### src/hdl/text_line_end_scanner_assert.svh
// -----------------------------------------------------------------------------
// text_line_end_scanner assertion macros
// shared concurrent assertion forms for the line end scanner
// -----------------------------------------------------------------------------
`ifndef TEXT_LINE_END_SCANNER_ASSERT_SVH
`define TEXT_LINE_END_SCANNER_ASSERT_SVH

`ifndef ASSERT_OFF

// checked only outside reset
`define TLES_ASSERT(lbl, clk, rst, prop) \
   lbl: assert property (@(posedge clk) disable iff (rst) prop) \
      else $error("tles assertion failed");

// checked on every edge, reset included
`define TLES_ASSERT_ALWAYS(lbl, clk, prop) \
   lbl: assert property (@(posedge clk) prop) \
      else $error("tles assertion failed");

`else

`define TLES_ASSERT(lbl, clk, rst, prop)
`define TLES_ASSERT_ALWAYS(lbl, clk, prop)

`endif

`endif

### src/hdl/tles_pkg.sv
// -----------------------------------------------------------------------------
// tles_pkg
// types and constants of the text line end scanner
// -----------------------------------------------------------------------------
package tles_pkg;

   localparam int OFFSET_BITS_DEFAULT = 32;
   localparam int RSP_QUEUE_DEPTH     = 4;

   localparam logic [7:0] CHAR_CR = 8'h0D;
   localparam logic [7:0] CHAR_LF = 8'h0A;

   // line ending codes, also used for the file's established kind
   localparam logic [1:0] END_NONE = 2'd0;
   localparam logic [1:0] END_LF   = 2'd1;
   localparam logic [1:0] END_CR   = 2'd2;
   localparam logic [1:0] END_CRLF = 2'd3;

   typedef struct packed {
      logic [7:0] data_byte;
      logic       is_final_byte;
   } req_type;

   typedef struct packed {
      logic [31:0] line_end_offset;
      logic [31:0] line_number;
      logic [1:0]  line_ending;
      logic        eol_mismatch;
      logic        end_of_run;
      logic [1:0]  file_ending_kind;
      logic [31:0] line_total;
   } rsp_type;

   // results produced for one byte, in order
   typedef struct packed {
      logic [1:0] count;
      rsp_type    first;
      rsp_type    second;
   } push_type;

endpackage

### src/hdl/text_line_end_scanner.sv
// -----------------------------------------------------------------------------
// text_line_end_scanner
// finds CR, LF and CRLF line ends in a byte stream and reports each line
// -----------------------------------------------------------------------------
// One byte per cycle is accepted while the result queue has room: a byte
// waits in the input register, is decided by the combinational scan logic
// and its results (none, one or two) land in a four-entry result queue. A
// byte enters the scan logic only when the queue has room for two results,
// so a stalled result side backs up into req_ready after a few bytes. The
// results go from the queue to rsp_data. A CR that is not the final byte
// gives its result only with the next byte, since that byte tells CR from
// CRLF.
// -----------------------------------------------------------------------------
module text_line_end_scanner
   import tles_pkg::*;
#(
   parameter int OFFSET_BITS = OFFSET_BITS_DEFAULT
) (
   input  logic    clock,
   input  logic    reset,
   input  logic    req_valid,
   output logic    req_ready,
   input  req_type req_data,
   output logic    rsp_valid,
   input  logic    rsp_ready,
   output rsp_type rsp_data
);

   // input register
   logic     in_valid_ff, in_valid_in;
   req_type  in_ff;
   logic     room;
   logic     take;
   push_type push;

   // the held byte moves into the scan logic when the queue can absorb it
   assign take      = in_valid_ff && room;
   assign req_ready = !in_valid_ff || take;

   always_comb begin
      in_valid_in = in_valid_ff;
      if (req_valid && req_ready) begin
         in_valid_in = 1'b1;
      end else if (take) begin
         in_valid_in = 1'b0;
      end
   end

   always_ff @(posedge clock) begin
      if (reset) begin
         in_valid_ff <= 1'b0;
      end else begin
         in_valid_ff <= in_valid_in;
      end
   end

   // payload needs no reset
   always_ff @(posedge clock) begin
      if (req_valid && req_ready) begin
         in_ff <= req_data;
      end
   end

   // scan logic and file state
   tles_core #(
      .OFFSET_BITS (OFFSET_BITS)
   ) u_core (
      .clock (clock),
      .reset (reset),
      .take  (take),
      .item  (in_ff),
      .push  (push)
   );

   // result queue toward the rsp channel
   tles_rsp_fifo u_fifo (
      .clock     (clock),
      .reset     (reset),
      .push      (push),
      .room      (room),
      .rsp_valid (rsp_valid),
      .rsp_ready (rsp_ready),
      .rsp_data  (rsp_data)
   );

endmodule

### src/hdl/tles_core.sv
// -----------------------------------------------------------------------------
// tles_core
// per-byte line end decision, file state and result formation
// -----------------------------------------------------------------------------
`include "text_line_end_scanner_assert.svh"

module tles_core
   import tles_pkg::*;
#(
   parameter int OFFSET_BITS = OFFSET_BITS_DEFAULT
) (
   input  logic     clock,
   input  logic     reset,
   input  logic     take,
   input  req_type  item,
   output push_type push
);

   localparam int WIDE_BITS = (OFFSET_BITS > 32) ? OFFSET_BITS : 32;

   typedef struct packed {
      rsp_type     rsp;
      logic [31:0] lines;
      logic [1:0]  est;
      logic        bad;
   } put_type;

   logic [OFFSET_BITS-1:0] pos_ff, pos_in;
   logic [31:0]            lines_ff, lines_in;
   logic [1:0]             est_ff, est_in;
   logic                   cr_ff, cr_in;
   logic                   err_ff, err_in;

   // one line end: check kind, bump line count, build the result
   function automatic put_type put_line(input logic [31:0] lines,
                                        input logic [1:0] est,
                                        input logic [OFFSET_BITS-1:0] off,
                                        input logic [1:0] kind,
                                        input logic last);
      put_type              p;
      logic [WIDE_BITS-1:0] off_w;
      p       = '0;
      p.est   = est;
      p.bad   = 1'b0;
      off_w   = WIDE_BITS'(off);
      if (kind != END_NONE) begin
         if (est == END_NONE) begin
            p.est = kind;
         end else if (est != kind) begin
            p.bad = 1'b1;
         end
      end
      p.lines = (lines != 32'hFFFF_FFFF) ? lines + 32'd1 : lines;
      p.rsp.line_end_offset  = (off_w > WIDE_BITS'(32'hFFFF_FFFF)) ?
                               32'hFFFF_FFFF : off_w[31:0];
      p.rsp.line_number      = lines;
      p.rsp.line_ending      = kind;
      p.rsp.eol_mismatch     = p.bad;
      p.rsp.end_of_run       = p.bad | last;
      p.rsp.file_ending_kind = p.est;
      p.rsp.line_total       = p.lines;
      return p;
   endfunction

   always_comb begin
      logic [OFFSET_BITS-1:0] pos1;
      logic [7:0]             b;
      logic                   fin;
      logic                   done;
      logic                   bad;
      logic                   do_put;
      logic [1:0]             kind;
      logic [1:0]             n;
      put_type                p;

      pos_in = pos_ff;
      lines_in = lines_ff;
      est_in = est_ff;
      cr_in = cr_ff;
      err_in = err_ff;
      push = '0;
      b = item.data_byte;
      fin = item.is_final_byte;
      pos1 = (pos_ff == '1) ? pos_ff : pos_ff + OFFSET_BITS'(1);
      done = 1'b0;
      bad = 1'b0;
      do_put = 1'b0;
      kind = END_NONE;
      n = 2'd0;
      p = '0;

      if (take) begin
         if (!err_ff) begin
            pos_in = pos1;
            cr_in = 1'b0;
            if (cr_ff) begin
               if (b == CHAR_LF) begin
                  p = put_line(lines_in, est_in, pos1, END_CRLF, fin);
                  done = 1'b1;
               end else begin
                  p = put_line(lines_in, est_in, pos_ff, END_CR, 1'b0);
                  done = p.bad;
               end
               push.first = p.rsp;
               lines_in = p.lines;
               est_in = p.est;
               bad = p.bad;
               n = 2'd1;
            end
            if (!done) begin
               if (b == CHAR_LF) begin
                  do_put = 1'b1;
                  kind = END_LF;
               end else if (b == CHAR_CR) begin
                  do_put = fin;
                  kind = END_CR;
                  cr_in = !fin;
               end else begin
                  do_put = fin;
                  kind = END_NONE;
               end
               if (do_put) begin
                  p = put_line(lines_in, est_in, pos1, kind, fin);
                  if (n == 2'd0) begin
                     push.first = p.rsp;
                  end else begin
                     push.second = p.rsp;
                  end
                  lines_in = p.lines;
                  est_in = p.est;
                  bad = bad | p.bad;
                  n = n + 2'd1;
               end
            end
            push.count = n;
            if (!fin && bad) begin
               err_in = 1'b1;
            end
         end
         // the final byte always ends the run and starts a fresh file
         if (fin) begin
            pos_in = '0;
            lines_in = '0;
            est_in = END_NONE;
            cr_in = 1'b0;
            err_in = 1'b0;
         end
      end
   end

   always_ff @(posedge clock) begin
      if (reset) begin
         pos_ff <= '0;
         lines_ff <= '0;
         est_ff <= END_NONE;
         cr_ff <= 1'b0;
         err_ff <= 1'b0;
      end else begin
         pos_ff <= pos_in;
         lines_ff <= lines_in;
         est_ff <= est_in;
         cr_ff <= cr_in;
         err_ff <= err_in;
      end
   end

   // a held CR and a latched error never coexist
   `TLES_ASSERT(a_cr_err_excl, clock, reset, !(cr_ff && err_ff))
   // bytes after a mismatch give no result
   `TLES_ASSERT(a_err_silent, clock, reset, (take && err_ff) |-> (push.count == 2'd0))
   // a mismatch leaves the error latched unless the byte was final
   `TLES_ASSERT(a_err_latch, clock, reset,
      (take && !err_ff && !item.is_final_byte && push.count != 2'd0 &&
       ((push.count == 2'd1) ? push.first.eol_mismatch : push.second.eol_mismatch))
      |=> err_ff)

endmodule

### src/hdl/tles_rsp_fifo.sv
// -----------------------------------------------------------------------------
// tles_rsp_fifo
// small result queue, up to two pushes and one pop per cycle
// -----------------------------------------------------------------------------
`include "text_line_end_scanner_assert.svh"

module tles_rsp_fifo
   import tles_pkg::*;
(
   input  logic     clock,
   input  logic     reset,
   input  push_type push,
   output logic     room,
   output logic     rsp_valid,
   input  logic     rsp_ready,
   output rsp_type  rsp_data
);

   localparam int PTR_W = $clog2(RSP_QUEUE_DEPTH);
   localparam int CNT_W = $clog2(RSP_QUEUE_DEPTH + 1);

   rsp_type            mem_ff [RSP_QUEUE_DEPTH];
   logic [PTR_W-1:0]   wr_ff, wr_in;
   logic [PTR_W-1:0]   rd_ff, rd_in;
   logic [CNT_W-1:0]   count_ff, count_in;
   logic               pop;

   assign rsp_valid = (count_ff != '0);
   assign rsp_data  = mem_ff[rd_ff];
   assign pop       = rsp_valid && rsp_ready;
   // space for a full two-result byte
   assign room      = (count_ff <= CNT_W'(RSP_QUEUE_DEPTH - 2));

   always_comb begin
      wr_in = wr_ff + PTR_W'(push.count);
      rd_in = rd_ff + PTR_W'(pop);
      count_in = count_ff + CNT_W'(push.count) - CNT_W'(pop);
   end

   always_ff @(posedge clock) begin
      if (push.count != 2'd0) begin
         mem_ff[wr_ff] <= push.first;
      end
      if (push.count == 2'd2) begin
         mem_ff[wr_ff + PTR_W'(1)] <= push.second;
      end
   end

   always_ff @(posedge clock) begin
      if (reset) begin
         wr_ff <= '0;
         rd_ff <= '0;
         count_ff <= '0;
      end else begin
         wr_ff <= wr_in;
         rd_ff <= rd_in;
         count_ff <= count_in;
      end
   end

   `TLES_ASSERT(a_count_bound, clock, reset, count_ff <= CNT_W'(RSP_QUEUE_DEPTH))
   `TLES_ASSERT(a_no_overflow, clock, reset,
      (push.count != 2'd0) |-> (count_ff + CNT_W'(push.count) - CNT_W'(pop)
                                <= CNT_W'(RSP_QUEUE_DEPTH)))

endmodule

### config.mk
export PLATFORM = sky130hd
export DESIGN_NAME = text_line_end_scanner
export DESIGN_NICKNAME = d
export VERILOG_FILES = /design/src/hdl/tles_pkg.sv /design/src/hdl/text_line_end_scanner.sv /design/src/hdl/tles_core.sv /design/src/hdl/tles_rsp_fifo.sv
export VERILOG_INCLUDE_DIRS = /design/src /design/src/hdl
export SDC_FILE = /design/constraint.sdc
export NUM_CORES = 1
export LEC_CHECK = 0
export BUFFER_PORTS_ARGS = -buffer_cell sky130_fd_sc_hd__buf_2
export CAP_MARGIN = 20
export CORE_MARGIN = 2
export CORE_UTILIZATION = 30
export CTS_BUF_LIST = sky130_fd_sc_hd__clkbuf_4
export CTS_CLUSTER_SIZE = 40
export DETAILED_ROUTE_END_ITERATION = 7
export SLEW_MARGIN = 40
export SYNTH_ARGS = -nofsm -noshare
export SYNTH_HDL_FRONTEND = slang
export SYNTH_SLANG_ARGS = --single-unit
### constraint.sdc
create_clock -name clock -period 18.9 [get_ports clock]
set_input_delay 1.89 -clock clock [delete_from_list [all_inputs] [get_ports clock]]
set_output_delay 1.89 -clock clock [all_outputs]
set_load 0.01 [all_outputs]
# Word level (Yosys, flattened, before mapping)
# Memory sizes are Yosys's and may differ from the RTL's. A register that Yosys moved wholly into a read port is not among the register bits.
# Index checks and enable logic that the tools add are counted.
# W data, S select, Z words.
# classes
addsub	9
magnitude_cmp	3
eq_ne	10
muxes	87
bitwise_logic	3
reduce_logical	15
# ops
operator	count
$mux W32	14
$mux W206	2
$mux W204	2
$mux W102	3
$mux W137	1
$add A32 B1 Y32 const B	3
$gt A32 B32 Y1 const B	2
$ne A32 B32 Y1 const B	2
$mux W2	20
$mux W1	36
$eq A32 B32 Y1 const B	1
$mux W3	9
$eq A8 B4 Y1 const B	2
$logic_not A2 Y1	3
$ne A2 B2 Y1 const B	3
$reduce_bool A2 Y1	3
$add A2 B1 Y2 const B	2
$logic_and A1 B1 Y1	4
$add A3 B2 Y3	1
$le A3 B2 Y1 const B	1
$or A1 B1 Y1	3
$reduce_bool A3 Y1	1
$sub A3 B1 Y3	1
$add A2 B1 Y2	1
6 further kinds	7
# totals
reg_bits	85
mem_bits_rw	408
inputBits	13
n_memories	1
# mem_list
name	words	width	rd	rd_ports_with_merged_regs	wr	line_no	text
u_fifo.mem_ff	4	102	1	1	2	tles_rsp_fifo.sv:22	rsp_type mem_ff [RSP_QUEUE_DEPTH];

# Longest topological paths before layout
# depth
ltp_word	29
depth_mapped	18
depth_no_buf	15

# By module
# From an unflattened synthesis, not the netlist that was laid out.
# unflattened
hier_cells	2441
area_unflattened_um2	29415.7
# by_module_without_submodules
module	instances	cells_each	area_per_inst_um2
tles_rsp_fifo	1	1033	20163.1
tles_core	1	1393	8919.8
text_line_end_scanner	1	15	332.8

# Least setup slack after synthesis
# Ideal clock, no wire load.
# synth_path
path_kind	reg-to-reg
from	register in_ff[2] in the netlist's numbering
to	memory u_fifo.mem_ff[0][0] in the netlist's numbering (enable)
setup_ps	712
t_arrival_ps	9585
slack_ps	8604
path_stages_with_launch	11
cell_sequence	edfxtp_1 nor3b_1 and3_1 clkbuf_1 nor2_1 clkinv_1 ha_1 nor2_1 nor2_1 nor2b_1 o31ai_1
# synth_lines
item	line_no	text
from (decl)	text_line_end_scanner.sv:31	req_type in_ff;
from (signal assigned)	text_line_end_scanner.sv:60	in_ff <= req_data;
to (decl)	tles_rsp_fifo.sv:22	

==> impl_metrics.ini <==
[sta]
worst_hold_slack_ns = 0.556
final-setup-viol-count = 0
slew_viol_final = 0
fmax_ghz = 0.172
hold_violations = 0
final.setup.tns_ns = 0
worst-slew-pin-transition_ns = 0.921
min_period_ns = 5.82
grt_setup_unrepaired = false
maxSlewHeadroom_pct = 38.5
clock-skew-final_ns = 0.107
layout_worst_path_cycle_share_pct = 30.8

[layout]
final_cells = 4189
layout-drive-gt1-share_pct = 19.5
post-route-util_pct = 33.9
layout.cells.most_common_list = 417 x sky130_fd_sc_hd__edfxtp_1, 310 x sky130_fd_sc_hd__o21ai_0, 297 x sky130_fd_sc_hd__nand2_1
layout.cells.most_common = sky130_fd_sc_hd__edfxtp_1
finalNetCount = 2837
synth_to_layout_area_growth_pct = 12.5

[logic_synthesis]
synth-main-ff-cell = sky130_fd_sc_hd__edfxtp_1
synthesis.instances = 2779
postSynth.asyncResetShare_pct = 0
nets_in_the_synthesized_netlist = 2805
syn-mean-instance-area_um2 = 10.3
synthesis.area_um2 = 28500
yosys_register_bits = 493
number_of_flops_mapped_to_enable_cells_by_yosys = 417
ys_warn_count = 0
yosys.cell_types.count = 88
synth_sequential_area_ratio_pct = 49.3

[setup_path]
critical_path.endpoint_type = flop
critPathMaxStageDelay_ns = 0.65
ff2ff_setup_slack_ns = 13.08
worst-path-max-fanout = 17
worstSetupPathDepth = 16
path_cells = ha_1 -> nand3_2 -> nor2_2 -> a31oi_1 -> xnor2_1 -> inv_1 -> ha_1 -> inv_1 -> a221oi_2 -> nand4_1 -> or4_4 -> a2111oi_4 -> buf_4 -> nand2_1 -> xnor2_1 -> o22ai_1
regToRegStartpoint = u_core.lines_ff[0]
worstSetupStartpointType = flop
crit_path_start = u_core.lines_ff[0]
crit_arrival_ns = 6.49
critical_path.slowest_cell = sky130_fd_sc_hd__dfxtp_1
worstPathRequired_ns = 19.57
timing.rr.end = u_fifo.mem_ff[1][30]
critical_path.n_buffers_inverters = 3
timing_worst_setup_path_type = flop to flop
critPathTopFamily = simple AND/OR/NAND/NOR gates
r2r_cells = 16
critPathCapture = u_fifo.mem_ff[1][30]

[clock_network]
ctsHtreeMaxLevel = 3
cts.path.max_buffers = 3
cts_tree = built
cts_hold_buf = 0
postCtsResizedCells = 0
clock-root-buffer = sky130_fd_sc_hd__clkbuf_4
clk_transition_reported_paths_ns = 0.07
numCtsBuffers = 121
worstSkewPairLatency_ns = 0.98
clock_sink_count = 493
cts.repair_timing.setup_buffer_count = 0

[outcome]
run_status = complete, but fails checks
violated_checks = DRC

[die]
floorplan.die_area_um2 = 97500
start_util_pct = 30.1
rows = 113
die_y_um = 312
boundaryPins = 117
core_area_um2 = 94600
dieWidth_um = 312

[grt]
globalRouteTotalUtil_pct = 19.9
antenna_found_initial = 6
first_global_vias = 22800
grt-ovfl-total = 0
grt_pass1_wl_um = 148000
grt_start_max_net_pins = 71

[drt]
detail_route.iter0.violations = 2702
num_vias = 24100
avgRoutedWirePerCell_um = 23.8
firstDrtPassIters = 8
via_per_inst = 5.76
wirelength_um = 99500
drt.antenna.violating_nets = 0
drc = 1

[place]
buffer_ports.inserted = 116
detailedPlacementHpwl_um = 65100
place_congestion = 0.945
placed_cells = 3953

[flow_run]
drv.max_cap_violation_count = 0

[power]
cellLeakagePower_nw = 9.97
powerDensity_nw_per_um2 = 85.5
max-vdd-ir-drop_mv = 0.0443
power_mw = 2.74

[hold_path]
min_path_type = flop to flop
==> how the worst min path moves through the flow <==
stage	startpoint	end	slack, ns	cells past startpoint
2_1_floorplan	in_valid_ff	u_core.err_ff	0.45	1
6_report	u_fifo.count_ff[2]	u_fifo.count_ff[2]	0.56	2
3_5_place_dp	u_fifo.count_ff[2]	u_fifo.count_ff[2]	0.54	2
5_1_grt	u_core.pos_ff[25]	u_core.pos_ff[25]	0.58	2
4_1_cts	u_fifo.count_ff[2]	u_fifo.count_ff[2]	0.55	2
3_3_place_gp	u_fifo.count_ff[2]	u_fifo.count_ff[2]	0.53	2
==> registers in the layout, indices dropped and copies added (netlist names) <==
register         flops
u_core.est_ff        2
u_core.pos_ff       32
u_fifo.count_ff      3
u_fifo.rd_ff         2
u_fifo.mem_ff      408
in_ff                9
u_core.cr_ff         1
u_core.lines_ff     32
u_fifo.wr_ff         2
u_core.err_ff        1
in_valid_ff          1
==> per-layer routing <==
metal / vias to the layer above / part of all wire (%) / GRT usage (%)
met1: 11800 / 42 / 27.2
met5: - / 0.020 / 0
li1: 10800 / - / -
met4: 4 / 3.4 / 7.53
met3: 222 / 10 / 4.95
met2: 1341 / 45 / 30.4
==> final cells by class <==
type,count,area [µm²]
Inverter,18,67.6
Antenna cell,5,12.5
Clock buffer,195,1460
Clock inverter,36,230
Fill cell,9563,62500
Multi-Input combinational cell,1997,13500
Tap cell,1265,1580
Sequential cell,493,14100
Timing Repair Buffer,180,1130
==> cells by family (layout without fill, tap and decap cells) <==
group / count (synthesis) / count (layout) / synth area share (%)
muxes: 168 / 168 / 10.4
and+or+nand+nor: 988 / 988 / 17.1
xor gates and xnor gates: 117 / 117 / 3.62
other: 0 / 5 / 0
DFF: 493 / 493 / 49.3
AOI/OAI and AO/OA: 711 / 711 / 15.1
buffers and inverters: 289 / 429 / 3.95
adders and majority gates: 13 / 13 / 0.597
==> synthesized netlist by cell type, types with 19 or more instances <==
| cell | number | area (µm²) |
|---|---|---|
| sky130_fd_sc_hd__a21oi_1 | 98 | 490 |
| sky130_fd_sc_hd__a22o_1 | 23 | 201 |
| sky130_fd_sc_hd__and3_1 | 26 | 163 |
| sky130_fd_sc_hd__and4_1 | 25 | 219 |
| sky130_fd_sc_hd__buf_1 | 53 | 199 |
| sky130_fd_sc_hd__buf_2 | 19 | 95.1 |
| sky130_fd_sc_hd__clkbuf_1 | 195 | 732 |
| sky130_fd_sc_hd__dfxtp_1 | 76 | 1520 |
| sky130_fd_sc_hd__edfxtp_1 | 417 | 12500 |
| sky130_fd_sc_hd__mux2i_1 | 58 | 581 |
| sky130_fd_sc_hd__mux4_2 | 102 | 2300 |
| sky130_fd_sc_hd__nand2_1 | 299 | 1120 |
| sky130_fd_sc_hd__nand3_1 | 213 | 1070 |
| sky130_fd_sc_hd__nand4_1 | 48 | 300 |
| sky130_fd_sc_hd__nor2_1 | 165 | 619 |
| sky130_fd_sc_hd__nor3_1 | 70 | 350 |
| sky130_fd_sc_hd__nor4_1 | 33 | 206 |
| sky130_fd_sc_hd__o21ai_0 | 312 | 1560 |
| sky130_fd_sc_hd__o22ai_1 | 123 | 769 |
| sky130_fd_sc_hd__o31ai_1 | 20 | 150 |
| sky130_fd_sc_hd__or3_1 | 24 | 150 |
| sky130_fd_sc_hd__xnor2_1 | 70 | 613 |
| sky130_fd_sc_hd__xor2_1 | 46 | 403 |
==> worst min-delay path: stages, from the launching register on <==
cell                      delay [ns]
sky130_fd_sc_hd__dfxtp_1        0.33
sky130_fd_sc_hd__xnor2_1        0.15
sky130_fd_sc_hd__nor2_1         0.04
==> report_power, final <==
group | total, mW | switching [mW] | leakage, nW | internal [mW]
Clock | 0.965 | 0.457 | 1.01 | 0.508
Combinational | 0.552 | 0.327 | 4.67 | 0.226
Sequential | 1.23 | 0.0302 | 4.29 | 1.19
==> stage by stage <==
stage | instance area, µm² | setup WS [ns]
floorplan | 28500 | 8.60
global placement | 30200 | 12.81
detailed placement | 30300 | 12.85
CTS | 32000 | 12.83
global route | 32100 | 12.74
finish | 32100 | 13.08
Note: power is estimated with default switching activity, not from simulation.
